### config.mk
export PLATFORM = sky130hd
export DESIGN_NAME = gamepad_frame_to_hid_report_unit
export DESIGN_NICKNAME = d
export VERILOG_FILES = /design/src/sv/gfhr_pkg.sv /design/src/sv/gamepad_frame_to_hid_report_unit.sv /design/src/sv/gfhr_fifo.sv /design/src/sv/gfhr_front.sv /design/src/sv/gfhr_back.sv
export SDC_FILE = /design/constraint.sdc
export NUM_CORES = 1
export LEC_CHECK = 0
export ABC_AREA = 0
export BUFFER_PORTS_ARGS = -buffer_cell sky130_fd_sc_hd__buf_2
export CAP_MARGIN = 20
export CELL_PAD_IN_SITES_DETAIL_PLACEMENT = 2
export CELL_PAD_IN_SITES_GLOBAL_PLACEMENT = 2
export CORE_MARGIN = 10
export CORE_UTILIZATION = 48
export CTS_BUF_LIST = sky130_fd_sc_hd__clkbuf_4 sky130_fd_sc_hd__clkbuf_8
export DETAILED_ROUTE_END_ITERATION = 7
export GPL_TIMING_DRIVEN = 0
export PLACE_DENSITY_LB_ADDON = 0.1
export SLEW_MARGIN = 25
export SYNTH_ARGS = -nofsm -noshare
export SYNTH_HDL_FRONTEND = slang
export SYNTH_SLANG_ARGS = --single-unit
### constraint.sdc
create_clock -name clock -period 9.1 [get_ports clock]
set_clock_uncertainty 0.1 [all_clocks]
set_input_delay 0.455 -clock clock [delete_from_list [all_inputs] [get_ports clock]]
set_output_delay 0.455 -clock clock [all_outputs]
set_load 0.02 [all_outputs]
### src/sv/gfhr_pkg.sv
// ----------------------------------------------------------------------------
// Gamepad frame to HID report: shared package
// Word types, command codes, register indexes and protocol constants used by
// the front end, the back end and the top level.
// ----------------------------------------------------------------------------
package gfhr_pkg;

   // Frame capture.
   localparam int CAP_DEPTH     = 18;
   localparam int POS_WIDTH     = 5;
   localparam int POS_MAX       = 31;
   localparam int STATE_MIN_LEN = 20;
   localparam int GUIDE_MIN_LEN = 6;

   // Frame signature bytes.
   localparam logic [7:0] STATE_TAG    = 8'h20;
   localparam logic [7:0] GUIDE_TAG0   = 8'h07;
   localparam logic [7:0] GUIDE_TAG1   = 8'h20;
   localparam logic [7:0] GUIDE_TAG3   = 8'h02;
   localparam logic [7:0] GUIDE_TAG5   = 8'h5B;

   // Report constants.
   localparam logic [3:0] HAT_NEUTRAL      = 4'hF;
   localparam int         GUIDE_BUTTON_BIT = 8;

   // Input actions.
   localparam logic ACTION_BYTE = 1'b0;
   localparam logic ACTION_TICK = 1'b1;

   // Configuration registers.
   localparam int          CSR_INDEX_WIDTH     = 1;
   localparam int          CSR_DATA_WIDTH      = 16;
   localparam logic [CSR_INDEX_WIDTH-1:0] CSR_LATCH_TICKS   = 1'd0;
   localparam logic [CSR_INDEX_WIDTH-1:0] CSR_TRIGGER_FLOOR = 1'd1;
   localparam logic [15:0] LATCH_TICKS_RESET   = 16'd60;
   localparam logic [15:0] TRIGGER_FLOOR_RESET = 16'd8;

   // Queue depths.
   localparam int CMD_DEPTH_DEFAULT = 4;
   localparam int RSP_DEPTH_DEFAULT = 2;

   // Command kinds passed from the front end to the back end.
   localparam logic [1:0] CMD_TICK  = 2'd0;
   localparam logic [1:0] CMD_GUIDE = 2'd1;
   localparam logic [1:0] CMD_STATE = 2'd2;

   typedef struct packed {
      logic       action;
      logic [7:0] data_byte;
      logic       frame_end;
   } req_word_type;

   typedef struct packed {
      logic [10:0]       buttons;
      logic [3:0]        hat;
      logic signed [7:0] left_x;
      logic signed [7:0] left_y;
      logic signed [7:0] right_x;
      logic signed [7:0] right_y;
      logic [7:0]        left_trigger;
      logic [7:0]        right_trigger;
   } rsp_word_type;

   typedef struct packed {
      logic [1:0]  kind;
      logic        pressed;
      logic [7:0]  b4;
      logic [7:0]  b5;
      logic [15:0] lt_raw;
      logic [15:0] rt_raw;
      logic [15:0] lx_raw;
      logic [15:0] ly_raw;
      logic [15:0] rx_raw;
      logic [15:0] ry_raw;
   } cmd_type;

endpackage

### src/sv/gamepad_frame_to_hid_report_unit.sv
// ----------------------------------------------------------------------------
// Gamepad frame to HID report unit
// Turns controller frames, delivered one byte per word, into HID reports.
// ----------------------------------------------------------------------------
// Usage:
// The request channel is written like a queue: a word (a frame byte with its
// end marker, or a timer tick) is taken at each clock edge with req_push high
// and req_full low. Reports come out of a queue: while rsp_empty is low the
// oldest report sits on rsp_word and rsp_pop takes it.
// The csr port writes latch_ticks (index 0) and trigger_floor (index 1);
// write them only while no report is pending.
// Throughput is one word per cycle while req_full is low. A frame's last byte
// is classified in the cycle it is taken and enters the command queue at that
// edge; once it heads the command queue and the report queue has room, the back
// end maps it and writes the report queue, whose head is rsp_word. Ticks pass
// through the same command queue so their order with guide events is kept.
// When the receiver stalls, the report queue fills, the back end halts at the
// first command that needs a report, and once the command queue is full req_full
// goes high. Reset empties both queues, restarts frame capture and clears the
// guide state and the remembered report; registers return to 60 and 8.
// ----------------------------------------------------------------------------
module gamepad_frame_to_hid_report_unit #(
   parameter int CMD_DEPTH = gfhr_pkg::CMD_DEPTH_DEFAULT,
   parameter int RSP_DEPTH = gfhr_pkg::RSP_DEPTH_DEFAULT
) (
   input  logic                                   clock,
   input  logic                                   reset,
   input  logic                                   req_push,
   output logic                                   req_full,
   input  gfhr_pkg::req_word_type                 req_word,
   output logic                                   rsp_empty,
   input  logic                                   rsp_pop,
   output gfhr_pkg::rsp_word_type                 rsp_word,
   input  logic                                   csr_we,
   input  logic [gfhr_pkg::CSR_INDEX_WIDTH-1:0]   csr_index,
   input  logic [gfhr_pkg::CSR_DATA_WIDTH-1:0]    csr_wdata
);

   localparam int CMD_WIDTH = $bits(gfhr_pkg::cmd_type);
   localparam int RSP_WIDTH = $bits(gfhr_pkg::rsp_word_type);

   logic [15:0] latch_ticks_ff, latch_ticks_in;
   logic [15:0] trigger_floor_ff, trigger_floor_in;

   logic                   req_accept;
   logic                   cmd_push;
   gfhr_pkg::cmd_type      cmd_in_word;
   logic [CMD_WIDTH-1:0]   cmd_out_bits;
   gfhr_pkg::cmd_type      cmd_out_word;
   logic                   cmd_empty;
   logic                   cmd_full;
   logic                   cmd_pop;
   logic                   rsp_push;
   gfhr_pkg::rsp_word_type rsp_in_word;
   logic [RSP_WIDTH-1:0]   rsp_out_bits;
   logic                   rsp_full;

   assign req_accept   = req_push && !req_full;
   assign req_full     = cmd_full;
   assign cmd_out_word = gfhr_pkg::cmd_type'(cmd_out_bits);
   assign rsp_word     = gfhr_pkg::rsp_word_type'(rsp_out_bits);

   // Configuration registers.
   always_comb begin
      latch_ticks_in   = latch_ticks_ff;
      trigger_floor_in = trigger_floor_ff;
      if (csr_we) begin
         unique case (csr_index)
            gfhr_pkg::CSR_LATCH_TICKS:   latch_ticks_in   = csr_wdata;
            gfhr_pkg::CSR_TRIGGER_FLOOR: trigger_floor_in = csr_wdata;
            default: begin
               latch_ticks_in = latch_ticks_ff;
            end
         endcase
      end
   end

   always_ff @(posedge clock) begin
      if (reset) begin
         latch_ticks_ff   <= gfhr_pkg::LATCH_TICKS_RESET;
         trigger_floor_ff <= gfhr_pkg::TRIGGER_FLOOR_RESET;
      end else begin
         latch_ticks_ff   <= latch_ticks_in;
         trigger_floor_ff <= trigger_floor_in;
      end
   end

   // Front end: byte capture and frame classification.
   gfhr_front u_front (
      .clock    (clock),
      .reset    (reset),
      .accept   (req_accept),
      .req_word (req_word),
      .cmd_push (cmd_push),
      .cmd_word (cmd_in_word)
   );

   // Command queue between the front end and the back end.
   gfhr_fifo #(
      .WIDTH (CMD_WIDTH),
      .DEPTH (CMD_DEPTH)
   ) u_cmd_fifo (
      .clock   (clock),
      .reset   (reset),
      .push    (cmd_push),
      .wr_data (cmd_in_word),
      .pop     (cmd_pop),
      .rd_data (cmd_out_bits),
      .empty   (cmd_empty),
      .full    (cmd_full)
   );

   // Back end: guide state, latch and report mapping.
   gfhr_back u_back (
      .clock         (clock),
      .reset         (reset),
      .cmd_valid     (!cmd_empty),
      .cmd_word      (cmd_out_word),
      .cmd_pop       (cmd_pop),
      .rsp_full      (rsp_full),
      .rsp_push      (rsp_push),
      .rsp_word      (rsp_in_word),
      .latch_ticks   (latch_ticks_ff),
      .trigger_floor (trigger_floor_ff)
   );

   // Report queue; it decouples the back end from the receiver.
   gfhr_fifo #(
      .WIDTH (RSP_WIDTH),
      .DEPTH (RSP_DEPTH)
   ) u_rsp_fifo (
      .clock   (clock),
      .reset   (reset),
      .push    (rsp_push),
      .wr_data (rsp_in_word),
      .pop     (rsp_pop && !rsp_empty),
      .rd_data (rsp_out_bits),
      .empty   (rsp_empty),
      .full    (rsp_full)
   );

`ifndef NO_ASSERTIONS
   // A tick taken by the back end never produces a report.
   assert property (@(posedge clock) disable iff (reset)
      (cmd_pop && (cmd_out_word.kind == gfhr_pkg::CMD_TICK)) |-> !rsp_push)
      else $error("tick command produced a report");

   // The back end never writes into a full report queue.
   assert property (@(posedge clock) disable iff (reset)
      rsp_push |-> (!rsp_full || (rsp_pop && !rsp_empty)))
      else $error("report written into a full queue");

   // The front end only issues commands for taken words, so never into a full queue.
   assert property (@(posedge clock) disable iff (reset)
      cmd_push |-> (req_accept && !cmd_full))
      else $error("command issued without an accepted word");

   // After reset the report queue is empty and the command queue is not full.
   assert property (@(posedge clock)
      reset |=> (rsp_empty && !req_full))
      else $error("queues not empty after reset");
`endif

endmodule

### src/sv/gfhr_fifo.sv
// ----------------------------------------------------------------------------
// Gamepad frame to HID report: small synchronous queue
// Register-based first-in first-out queue with a count; the head word is
// presented combinationally. DEPTH must be at least 2.
// ----------------------------------------------------------------------------
module gfhr_fifo #(
   parameter int WIDTH = 8,
   parameter int DEPTH = 2
) (
   input  logic             clock,
   input  logic             reset,
   input  logic             push,
   input  logic [WIDTH-1:0] wr_data,
   input  logic             pop,
   output logic [WIDTH-1:0] rd_data,
   output logic             empty,
   output logic             full
);

   localparam int AW = $clog2(DEPTH);
   localparam int CW = $clog2(DEPTH + 1);

   logic [WIDTH-1:0] mem_ff [DEPTH];
   logic [AW-1:0]    wr_ptr_ff, wr_ptr_in;
   logic [AW-1:0]    rd_ptr_ff, rd_ptr_in;
   logic [CW-1:0]    count_ff, count_in;

   assign rd_data = mem_ff[rd_ptr_ff];
   assign empty   = (count_ff == '0);
   assign full    = (count_ff == CW'(DEPTH));

   always_comb begin
      wr_ptr_in = wr_ptr_ff;
      rd_ptr_in = rd_ptr_ff;
      count_in  = count_ff;
      if (push) begin
         wr_ptr_in = (wr_ptr_ff == AW'(DEPTH - 1)) ? '0 : wr_ptr_ff + 1'b1;
      end
      if (pop) begin
         rd_ptr_in = (rd_ptr_ff == AW'(DEPTH - 1)) ? '0 : rd_ptr_ff + 1'b1;
      end
      if (push && !pop) begin
         count_in = count_ff + 1'b1;
      end else if (pop && !push) begin
         count_in = count_ff - 1'b1;
      end
   end

   always_ff @(posedge clock) begin
      if (reset) begin
         wr_ptr_ff <= '0;
         rd_ptr_ff <= '0;
         count_ff  <= '0;
      end else begin
         wr_ptr_ff <= wr_ptr_in;
         rd_ptr_ff <= rd_ptr_in;
         count_ff  <= count_in;
      end
   end

   always_ff @(posedge clock) begin
      if (push) begin
         mem_ff[wr_ptr_ff] <= wr_data;
      end
   end

endmodule

### src/sv/gfhr_front.sv
// ----------------------------------------------------------------------------
// Gamepad frame to HID report: front end
// Captures frame bytes, and at the end of a frame classifies it as a state
// frame, a guide event or neither. Ticks and recognized frames leave as
// commands for the back end.
// ----------------------------------------------------------------------------
module gfhr_front (
   input  logic                  clock,
   input  logic                  reset,
   input  logic                  accept,
   input  gfhr_pkg::req_word_type req_word,
   output logic                  cmd_push,
   output gfhr_pkg::cmd_type     cmd_word
);

   logic [gfhr_pkg::POS_WIDTH-1:0] pos_ff, pos_in;
   logic [7:0] cap_ff [gfhr_pkg::CAP_DEPTH];
   logic [7:0] cap_in [gfhr_pkg::CAP_DEPTH];
   logic [7:0] eff    [gfhr_pkg::CAP_DEPTH];
   logic [gfhr_pkg::POS_WIDTH-1:0] len;
   logic       byte_accept;
   logic       is_guide;
   logic       is_state;

   assign byte_accept = accept && (req_word.action == gfhr_pkg::ACTION_BYTE);

   // Length of the frame including this byte; the count saturates.
   assign len = (pos_ff < gfhr_pkg::POS_WIDTH'(gfhr_pkg::POS_MAX)) ?
                pos_ff + 1'b1 : gfhr_pkg::POS_WIDTH'(gfhr_pkg::POS_MAX);

   always_comb begin
      // The byte being accepted now is not yet in the capture registers.
      for (int k = 0; k < gfhr_pkg::CAP_DEPTH; k++) begin
         eff[k]    = (pos_ff == gfhr_pkg::POS_WIDTH'(k)) ? req_word.data_byte : cap_ff[k];
         cap_in[k] = (byte_accept && (pos_ff == gfhr_pkg::POS_WIDTH'(k))) ?
                     req_word.data_byte : cap_ff[k];
      end
      pos_in = pos_ff;
      if (byte_accept) begin
         pos_in = req_word.frame_end ? '0 : len;
      end
   end

   always_comb begin
      is_guide = (len >= gfhr_pkg::POS_WIDTH'(gfhr_pkg::GUIDE_MIN_LEN))
              && (eff[0] == gfhr_pkg::GUIDE_TAG0) && (eff[1] == gfhr_pkg::GUIDE_TAG1)
              && (eff[3] == gfhr_pkg::GUIDE_TAG3) && (eff[5] == gfhr_pkg::GUIDE_TAG5);
      is_state = (len >= gfhr_pkg::POS_WIDTH'(gfhr_pkg::STATE_MIN_LEN))
              && (eff[0] == gfhr_pkg::STATE_TAG);

      cmd_word.kind    = gfhr_pkg::CMD_TICK;
      cmd_word.pressed = (eff[4] != 8'h00);
      cmd_word.b4      = eff[4];
      cmd_word.b5      = eff[5];
      cmd_word.lt_raw  = {eff[7], eff[6]};
      cmd_word.rt_raw  = {eff[9], eff[8]};
      cmd_word.lx_raw  = {eff[11], eff[10]};
      cmd_word.ly_raw  = {eff[13], eff[12]};
      cmd_word.rx_raw  = {eff[15], eff[14]};
      cmd_word.ry_raw  = {eff[17], eff[16]};
      cmd_push         = 1'b0;

      if (accept && (req_word.action == gfhr_pkg::ACTION_TICK)) begin
         cmd_push = 1'b1;
      end else if (byte_accept && req_word.frame_end) begin
         if (is_guide) begin
            cmd_word.kind = gfhr_pkg::CMD_GUIDE;
            cmd_push      = 1'b1;
         end else if (is_state) begin
            cmd_word.kind = gfhr_pkg::CMD_STATE;
            cmd_push      = 1'b1;
         end
      end
   end

   always_ff @(posedge clock) begin
      if (reset) begin
         pos_ff <= '0;
      end else begin
         pos_ff <= pos_in;
      end
   end

   always_ff @(posedge clock) begin
      for (int k = 0; k < gfhr_pkg::CAP_DEPTH; k++) begin
         cap_ff[k] <= cap_in[k];
      end
   end

endmodule

### src/sv/gfhr_back.sv
// ----------------------------------------------------------------------------
// Gamepad frame to HID report: back end
// Executes commands in order: counts the guide latch down on ticks, applies
// guide events to the remembered report, and maps state frames to reports.
// ----------------------------------------------------------------------------
module gfhr_back (
   input  logic                   clock,
   input  logic                   reset,
   input  logic                   cmd_valid,
   input  gfhr_pkg::cmd_type      cmd_word,
   output logic                   cmd_pop,
   input  logic                   rsp_full,
   output logic                   rsp_push,
   output gfhr_pkg::rsp_word_type rsp_word,
   input  logic [15:0]            latch_ticks,
   input  logic [15:0]            trigger_floor
);

   logic                   guide_held_ff, guide_held_in;
   logic [15:0]            latch_ff, latch_in;
   gfhr_pkg::rsp_word_type prev_ff, prev_in;
   gfhr_pkg::rsp_word_type state_report;
   gfhr_pkg::rsp_word_type guide_report;
   logic                   is_tick;

   // Divide by 256 toward zero, then clamp the single value -128 to -127.
   function automatic logic signed [7:0] axis_scale(input logic [15:0] raw);
      logic signed [7:0] q;
      q = raw[15:8];
      if (raw[15] && (raw[7:0] != 8'h00)) begin
         q = q + 8'sd1;
      end
      if (q == 8'sh80) begin
         q = -8'sd127;
      end
      return q;
   endfunction

   function automatic logic [7:0] trigger_scale(input logic [15:0] raw,
                                                input logic [15:0] floor_level);
      logic [7:0] t;
      t = (raw < floor_level) ? 8'h00 : raw[9:2];
      return t;
   endfunction

   function automatic logic [3:0] hat_from(input logic [3:0] dpad);
      logic [3:0] h;
      // D-pad bits: up, down, left, right from bit 0.
      unique case ({dpad[0], dpad[1], dpad[2], dpad[3]})
         4'b1000: h = 4'd0;
         4'b1001: h = 4'd1;
         4'b0001: h = 4'd2;
         4'b0110: h = 4'd3;
         4'b0100: h = 4'd4;
         4'b0101: h = 4'd5;
         4'b0010: h = 4'd6;
         4'b1010: h = 4'd7;
         default: h = gfhr_pkg::HAT_NEUTRAL;
      endcase
      return h;
   endfunction

   assign is_tick  = (cmd_word.kind == gfhr_pkg::CMD_TICK);
   assign cmd_pop  = cmd_valid && (is_tick || !rsp_full);
   assign rsp_push = cmd_pop && !is_tick;
   assign rsp_word = (cmd_word.kind == gfhr_pkg::CMD_GUIDE) ? guide_report : state_report;

   always_comb begin
      state_report.buttons = {cmd_word.b5[7], cmd_word.b5[6],
                              guide_held_ff || (latch_ff != 16'd0),
                              cmd_word.b4[2], cmd_word.b4[3],
                              cmd_word.b5[5], cmd_word.b5[4],
                              cmd_word.b4[7], cmd_word.b4[6],
                              cmd_word.b4[5], cmd_word.b4[4]};
      state_report.hat           = hat_from(cmd_word.b5[3:0]);
      state_report.left_x        = axis_scale(cmd_word.lx_raw);
      state_report.left_y        = 8'sd0 - axis_scale(cmd_word.ly_raw);
      state_report.right_x       = axis_scale(cmd_word.rx_raw);
      state_report.right_y       = 8'sd0 - axis_scale(cmd_word.ry_raw);
      state_report.left_trigger  = trigger_scale(cmd_word.lt_raw, trigger_floor);
      state_report.right_trigger = trigger_scale(cmd_word.rt_raw, trigger_floor);

      guide_report = prev_ff;
      guide_report.buttons[gfhr_pkg::GUIDE_BUTTON_BIT] = cmd_word.pressed;
   end

   always_comb begin
      guide_held_in = guide_held_ff;
      latch_in      = latch_ff;
      prev_in       = prev_ff;
      if (cmd_pop) begin
         unique case (cmd_word.kind)
            gfhr_pkg::CMD_TICK: begin
               if (latch_ff != 16'd0) begin
                  latch_in = latch_ff - 16'd1;
               end
            end
            gfhr_pkg::CMD_GUIDE: begin
               guide_held_in = cmd_word.pressed;
               if (cmd_word.pressed) begin
                  latch_in = latch_ticks;
               end
               prev_in = guide_report;
            end
            gfhr_pkg::CMD_STATE: begin
               prev_in = state_report;
            end
            default: begin
               prev_in = prev_ff;
            end
         endcase
      end
   end

   always_ff @(posedge clock) begin
      if (reset) begin
         guide_held_ff <= 1'b0;
         latch_ff      <= '0;
         prev_ff       <= '0;
      end else begin
         guide_held_ff <= guide_held_in;
         latch_ff      <= latch_in;
         prev_ff       <= prev_in;
      end
   end

endmodule
======== Word-level counts from Yosys, hierarchy flattened ========
Memories as Yosys holds them, arrays and structs flattened. A register that Yosys moved wholly into a read port is not among the register bits.
Cells that the tools add are included.
operators by class
  add/subtract/negate cells ............... 16
  multiply operators ...................... 0
  div/mod/pow operators ................... 0
  magnitude comparators ................... 5
  equal/unequal tests ..................... 35
  shift operators ......................... 0
  mux-type cells .......................... 76
  bitwise logic cells ..................... 3
  reduce and logical (&&, ||, !) cells .... 67
operator list
  kind                                                                    count
  8-bit two-way mux                                                       45
  63-bit case mux with 2 select lines                                     1
  63-bit two-way mux                                                      1
  5-bit by 4-bit equality test with 1-bit output (second input constant)  8
  8-bit nonzero test                                                      5
  1-bit logical AND                                                       38
  8-bit by 2-bit adder with 8-bit output (second input constant)          4
  8-bit equality test (second input constant)                             4
  16-bit < comparator                                                     2
  16-bit two-way mux                                                      2
  16-bit case mux with 2 select lines                                     1
  5-bit by 3-bit equality test with 1-bit output (second input constant)  4
  2-bit two-way mux                                                       10
  8-bit by 6-bit equality test with 1-bit output (second input constant)  2
  16-bit nonzero test                                                     1
  1-bit by 8-bit subtractor with 8-bit output (first input constant)      2
  16-bit by 1-bit subtractor with 16-bit output (second input constant)   1
  1-bit two-way mux                                                       12
  5-bit by 2-bit equality test with 1-bit output (second input constant)  2
  5-bit equality test (second input constant)                             2
  5-bit two-way mux                                                       2
  1-bit zero test                                                         9
  2-bit equality test (second input constant)                             4
  8-bit by 2-bit equality test with 1-bit output (second input constant)  1
  other kinds (27)                                                        39
storage, ports and cells
  register bits ........................... 127
  latch bits .............................. 0
  memory bits (writable) .................. 730
  memory bits (read-only) ................. 64
  input port bits ......................... 32
  output and inout port bits .............. 65
  word-level logic and storage cells ...... 225
  memories kept ........................... 4
memories
  name               depth  width  rd ports  clocked after memory_dff  wr ports  RTL line          source
  u_cmd_fifo.mem_ff  4      115    1         1                         1         gfhr_fifo.sv:23   logic [WIDTH-1:0] mem_ff [DEPTH];
  u_front.cap_ff     18     8      17        0                         18        gfhr_front.sv:17  logic [7:0] cap_ff [gfhr_pkg::CAP_DEPTH];
  u_rsp_fifo.mem_ff  2      63     1         1                         1         gfhr_fifo.sv:23
  (name not given)   16     4      1         0                         0         gfhr_back.sv:49   unique case ({dpad[0], dpad[1], dpad[2], dpad[3]})

======== Logic depth before layout (Yosys ltp) ========
  depth in word-level cells ............... 14
  depth in mapped cells ................... 17
  mapped depth without buffers ............ 14

======== Hierarchy ========
Synthesis repeated with hierarchy kept, for this count alone.
second synthesis, totals
  cell total of the unflattened synthesis .. 2,256
  area, all modules ....................... 35,820.6 sq um
modules (own cells, without submodules)
  module                            times used  cells an instance  area an instance (sq um)  seq. area each (sq um)
  gfhr_fifo at u_cmd_fifo           1           645                17,010.1                  13,993.4
  gfhr_front                        1           400                6,378.6                   4,184.0
  gfhr_back                         1           861                6,276.0                   1,581.5
  gfhr_fifo at u_rsp_fifo           1           218                4,773.3                   3,883.7
  gamepad_frame_to_hid_report_unit  1           132                1,382.6                   640.6

======== Worst setup path before layout ========
No wires, ideal clock.
  path type ............................... flip-flop to flip-flop
  start point ............................. register (tool-made name)
  end point ............................... memory u_rsp_fifo.mem_ff[0][0] (netlist bit) (enable)
  library setup time ...................... 0.562 ns
  data arrival time ....................... 5.957 ns
  data required time ...................... 8.438 ns
  setup slack ............................. 2.481 ns
  stages on the path, launching flop included .. 8
  path buffers ............................ 3
  clock period less this slack ............ 6.619 ns
  cells stage by stage .................... dfxtp_1 -> buf_6 -> buf_8 -> buf_8 -> mux4_2 -> nor2_4 -> o32ai_4 -> nor3_1
RTL lines
  element    RTL line
  to (decl)  gfhr_fifo.sv:23

==> metrics.txt <==
status=finished, final reports clean; first-pass GRT wire length=170,900 um; CTS root buf=clkbuf_8; via count=21,890; CTS tree=yes; worst vdd ir=0.1716 mV; synthesized area=34,480 um2; Setup TNS=0 ps; Starting DRT DRC Count=1,933; insertion delay to the later sink of the worst-skew pair=820 ps; Longest Clk Path Bufs=3; placed cell area=36,520 um2; core box area=71,360 um2; setup repair bufs after CTS=0; final setup fails=0; register area share after synthesis=69.73%; initial core utilization=48.31%; pins over their slew limit=0; Worst Path Required=9460 ps; Tcrit/Tclk final=70.60%; Layout Nets=2,618; gpl congestion=0.8395; RSZ-0062 raised after global routing=no; # IOs=97; yosys warns=0; H-Tree Depth=4; HPWL Detailed=76,260 um; largest net degree at the start of global routing=43; die area=82,950 um2; ys async rst share=0%; Max Clk Rate=155.7 MHz; share of layout cells above drive strength 1=25.59%; Clk pin slew, worst setup/hold paths=60 ps; Post-synth EDFFs=714; port bufs=95; CP Class=register to register; drt drc=0; Synth Area per Inst=15.34 um2; most common cell after layout, fill and taps aside=edfxtp_1; Vias per Instance=6.083; Tmin final=6424 ps; post-route ant nets=0; Hold Path Class=input port to register; die height=288.0 um; routed wire length=115,900 um; DIE WIDTH=288.0 um; Max transition margin=22.23%; synth unique cells=73; critical path peak fanout=10; vias in the first global route=24,160; Area growth syn-to-layout=14.87%; Net Count, Synth=2,334; initial antenna violation count=1; CP startpoint kind=register; hold depth=1; Cell Pwr Density=310.9 nW/um2; Sink Count=844; total gr overflow=0; Slew @ Worst Pin=1164 ps; Pleak=0.01334 uW; max cap viols=0; most frequent cells in the layout=714 x edfxtp_1, 247 x nand2_1, 174 x mux2_2; Worst Path Arrival=6790 ps; predominant post-synthesis flop cell=edfxtp_1; CTS buffer count=144; DRT Pass-1 Iters=5; total track usage=28.10%; Gate Count Post-Synth=2,248; Final Cell Area=39,600 um2; worst hold margin=81.41 ps; Crit. End Element=register; final hold violation count=0; num rows=98; FILL cells=6,437; Synth Register Bits=844; worst reg2reg path depth=16; DR WL/cell=32.21 um; Design Power=12,310 uW
[cells in the mapped netlist (all sizes together) (27+ instances only)]
cell type  number  share of area (%)
clkbuf         74               0.81
mux4           83                5.4
nor3           29               0.44
ha             53                1.9
mux2          174                5.7
o21ai          67               0.97
nand3          31               0.45
dfxtp         130                7.5
edfxtp        714                 62
buf            38               0.72
nand2         247                2.7
inv            42               0.46
nor4           47               0.87
nor2          111                1.2
a21oi          97                1.4
xnor2          27               0.69
[power by group]
part	leakage, uW	internal (uW)	switching (uW)
Combinational	0.00427	1320	2520
Sequential	0.00757	4800	199
Clock	0.00151	1840	1630
Total	0.0133	7960	4350
[metrics by stage]
stage                     cells  util, %  worst slack, ps
final                      3599    55.50             2676
after global routing       3597    55.49             2476
after CTS                  3596    55.45             2679
after detailed placement   3315    51.17             2845
after global placement     3293    50.65           -749.0
after floorplan            2248        -             2481
[area by class of cell]
type / count / area [um2] / area share [%]
Sequential cell: 844 / 24040 / 60.71
Inverter: 42 / 157.7 / 0.3981
Buffer: 112 / 533.0 / 1.346
Clock inverter: 56 / 342.8 / 0.8656
Multi-Input combinational cell: 1250 / 9809 / 24.77
Antenna cell: 3 / 7.507 / 0.01896
Timing Repair Buffer: 138 / 1021 / 2.578
Clock buffer: 204 / 2501 / 6.315
Tap cell: 950 / 1189 / 3.001
[layer usage]
layer	wire length, um	track usage (%)	up-vias
met3	6301	4.392	266
met1	47410	35.96	11560
met5	0	0	-
met2	57960	47.20	861
met4	4259	11.80	0
li1	-	-	9205
[registers in the layout, summed over array words and instances (netlist names), named ones only]
signal,cells
u_cmd_fifo.mem_ff,452
u_front.cap_ff,136
u_rsp_fifo.mem_ff,126
u_back.guide_report,62
latch_ticks_ff,16
trigger_floor_ff,16
u_back.latch_ff,16
u_front.pos_ff,5
u_cmd_fifo.count_ff,3
u_cmd_fifo.rd_ptr_ff,2
u_cmd_fifo.wr_ptr_ff,2
u_rsp_fifo.count_ff,2
u_back.guide_held_ff,1
u_rsp_fifo.rd_ptr_ff,1
u_rsp_fifo.wr_ptr_ff,1
[repair_timing]
item,in CTS,in global routing
resized for setup,0,0
hold buffers,21,0
endpoints found under the hold margin,34,0
[final timing paths]
path	start	endpoint	slack (ps)
hold / removal	req_word[2]	u_front.cap_ff[7][1]$_DFFE_PP_	80
setup reg to reg	register	u_rsp_fifo.mem_ff[0][8]$_DFFE_PP_	2680
setup / recovery	register	u_rsp_fifo.mem_ff[0][8]$_DFFE_PP_	2680
hold reg to reg	latch_ticks_ff[14]$_SDFFE_PP0P_	latch_ticks_ff[14]$_SDFFE_PP0P_	360
[worst max-delay path, stage by stage, from the launching register on]
cell and delay [ps]:
dfxtp_1 330, buf_4 190, buf_4 250, buf_4 260, buf_4 320, buf_2 330, buf_4 270, clkbuf_1 590
clkbuf_1 600, mux4_2 490, ha_1 350, a21o_1 170, a21o_1 180, a21o_1 190, a211o_1 320, a211oi_2 720
o21ai_0 360
[cell families (layout without fill, tap and decap cells)]
logic type,count (synthesis),after routing,share of synthesized area (%)
flops,844,844,69.73
simple gates,581,581,8.064
compound gates,291,291,5.375
mux,273,273,11.57
buf+inv,154,552,1.981
fa+ha+maj,54,54,1.981
xor+xnor,51,51,1.296
other cells,0,3,0
Note: power is estimated with default switching activity, not from simulation.
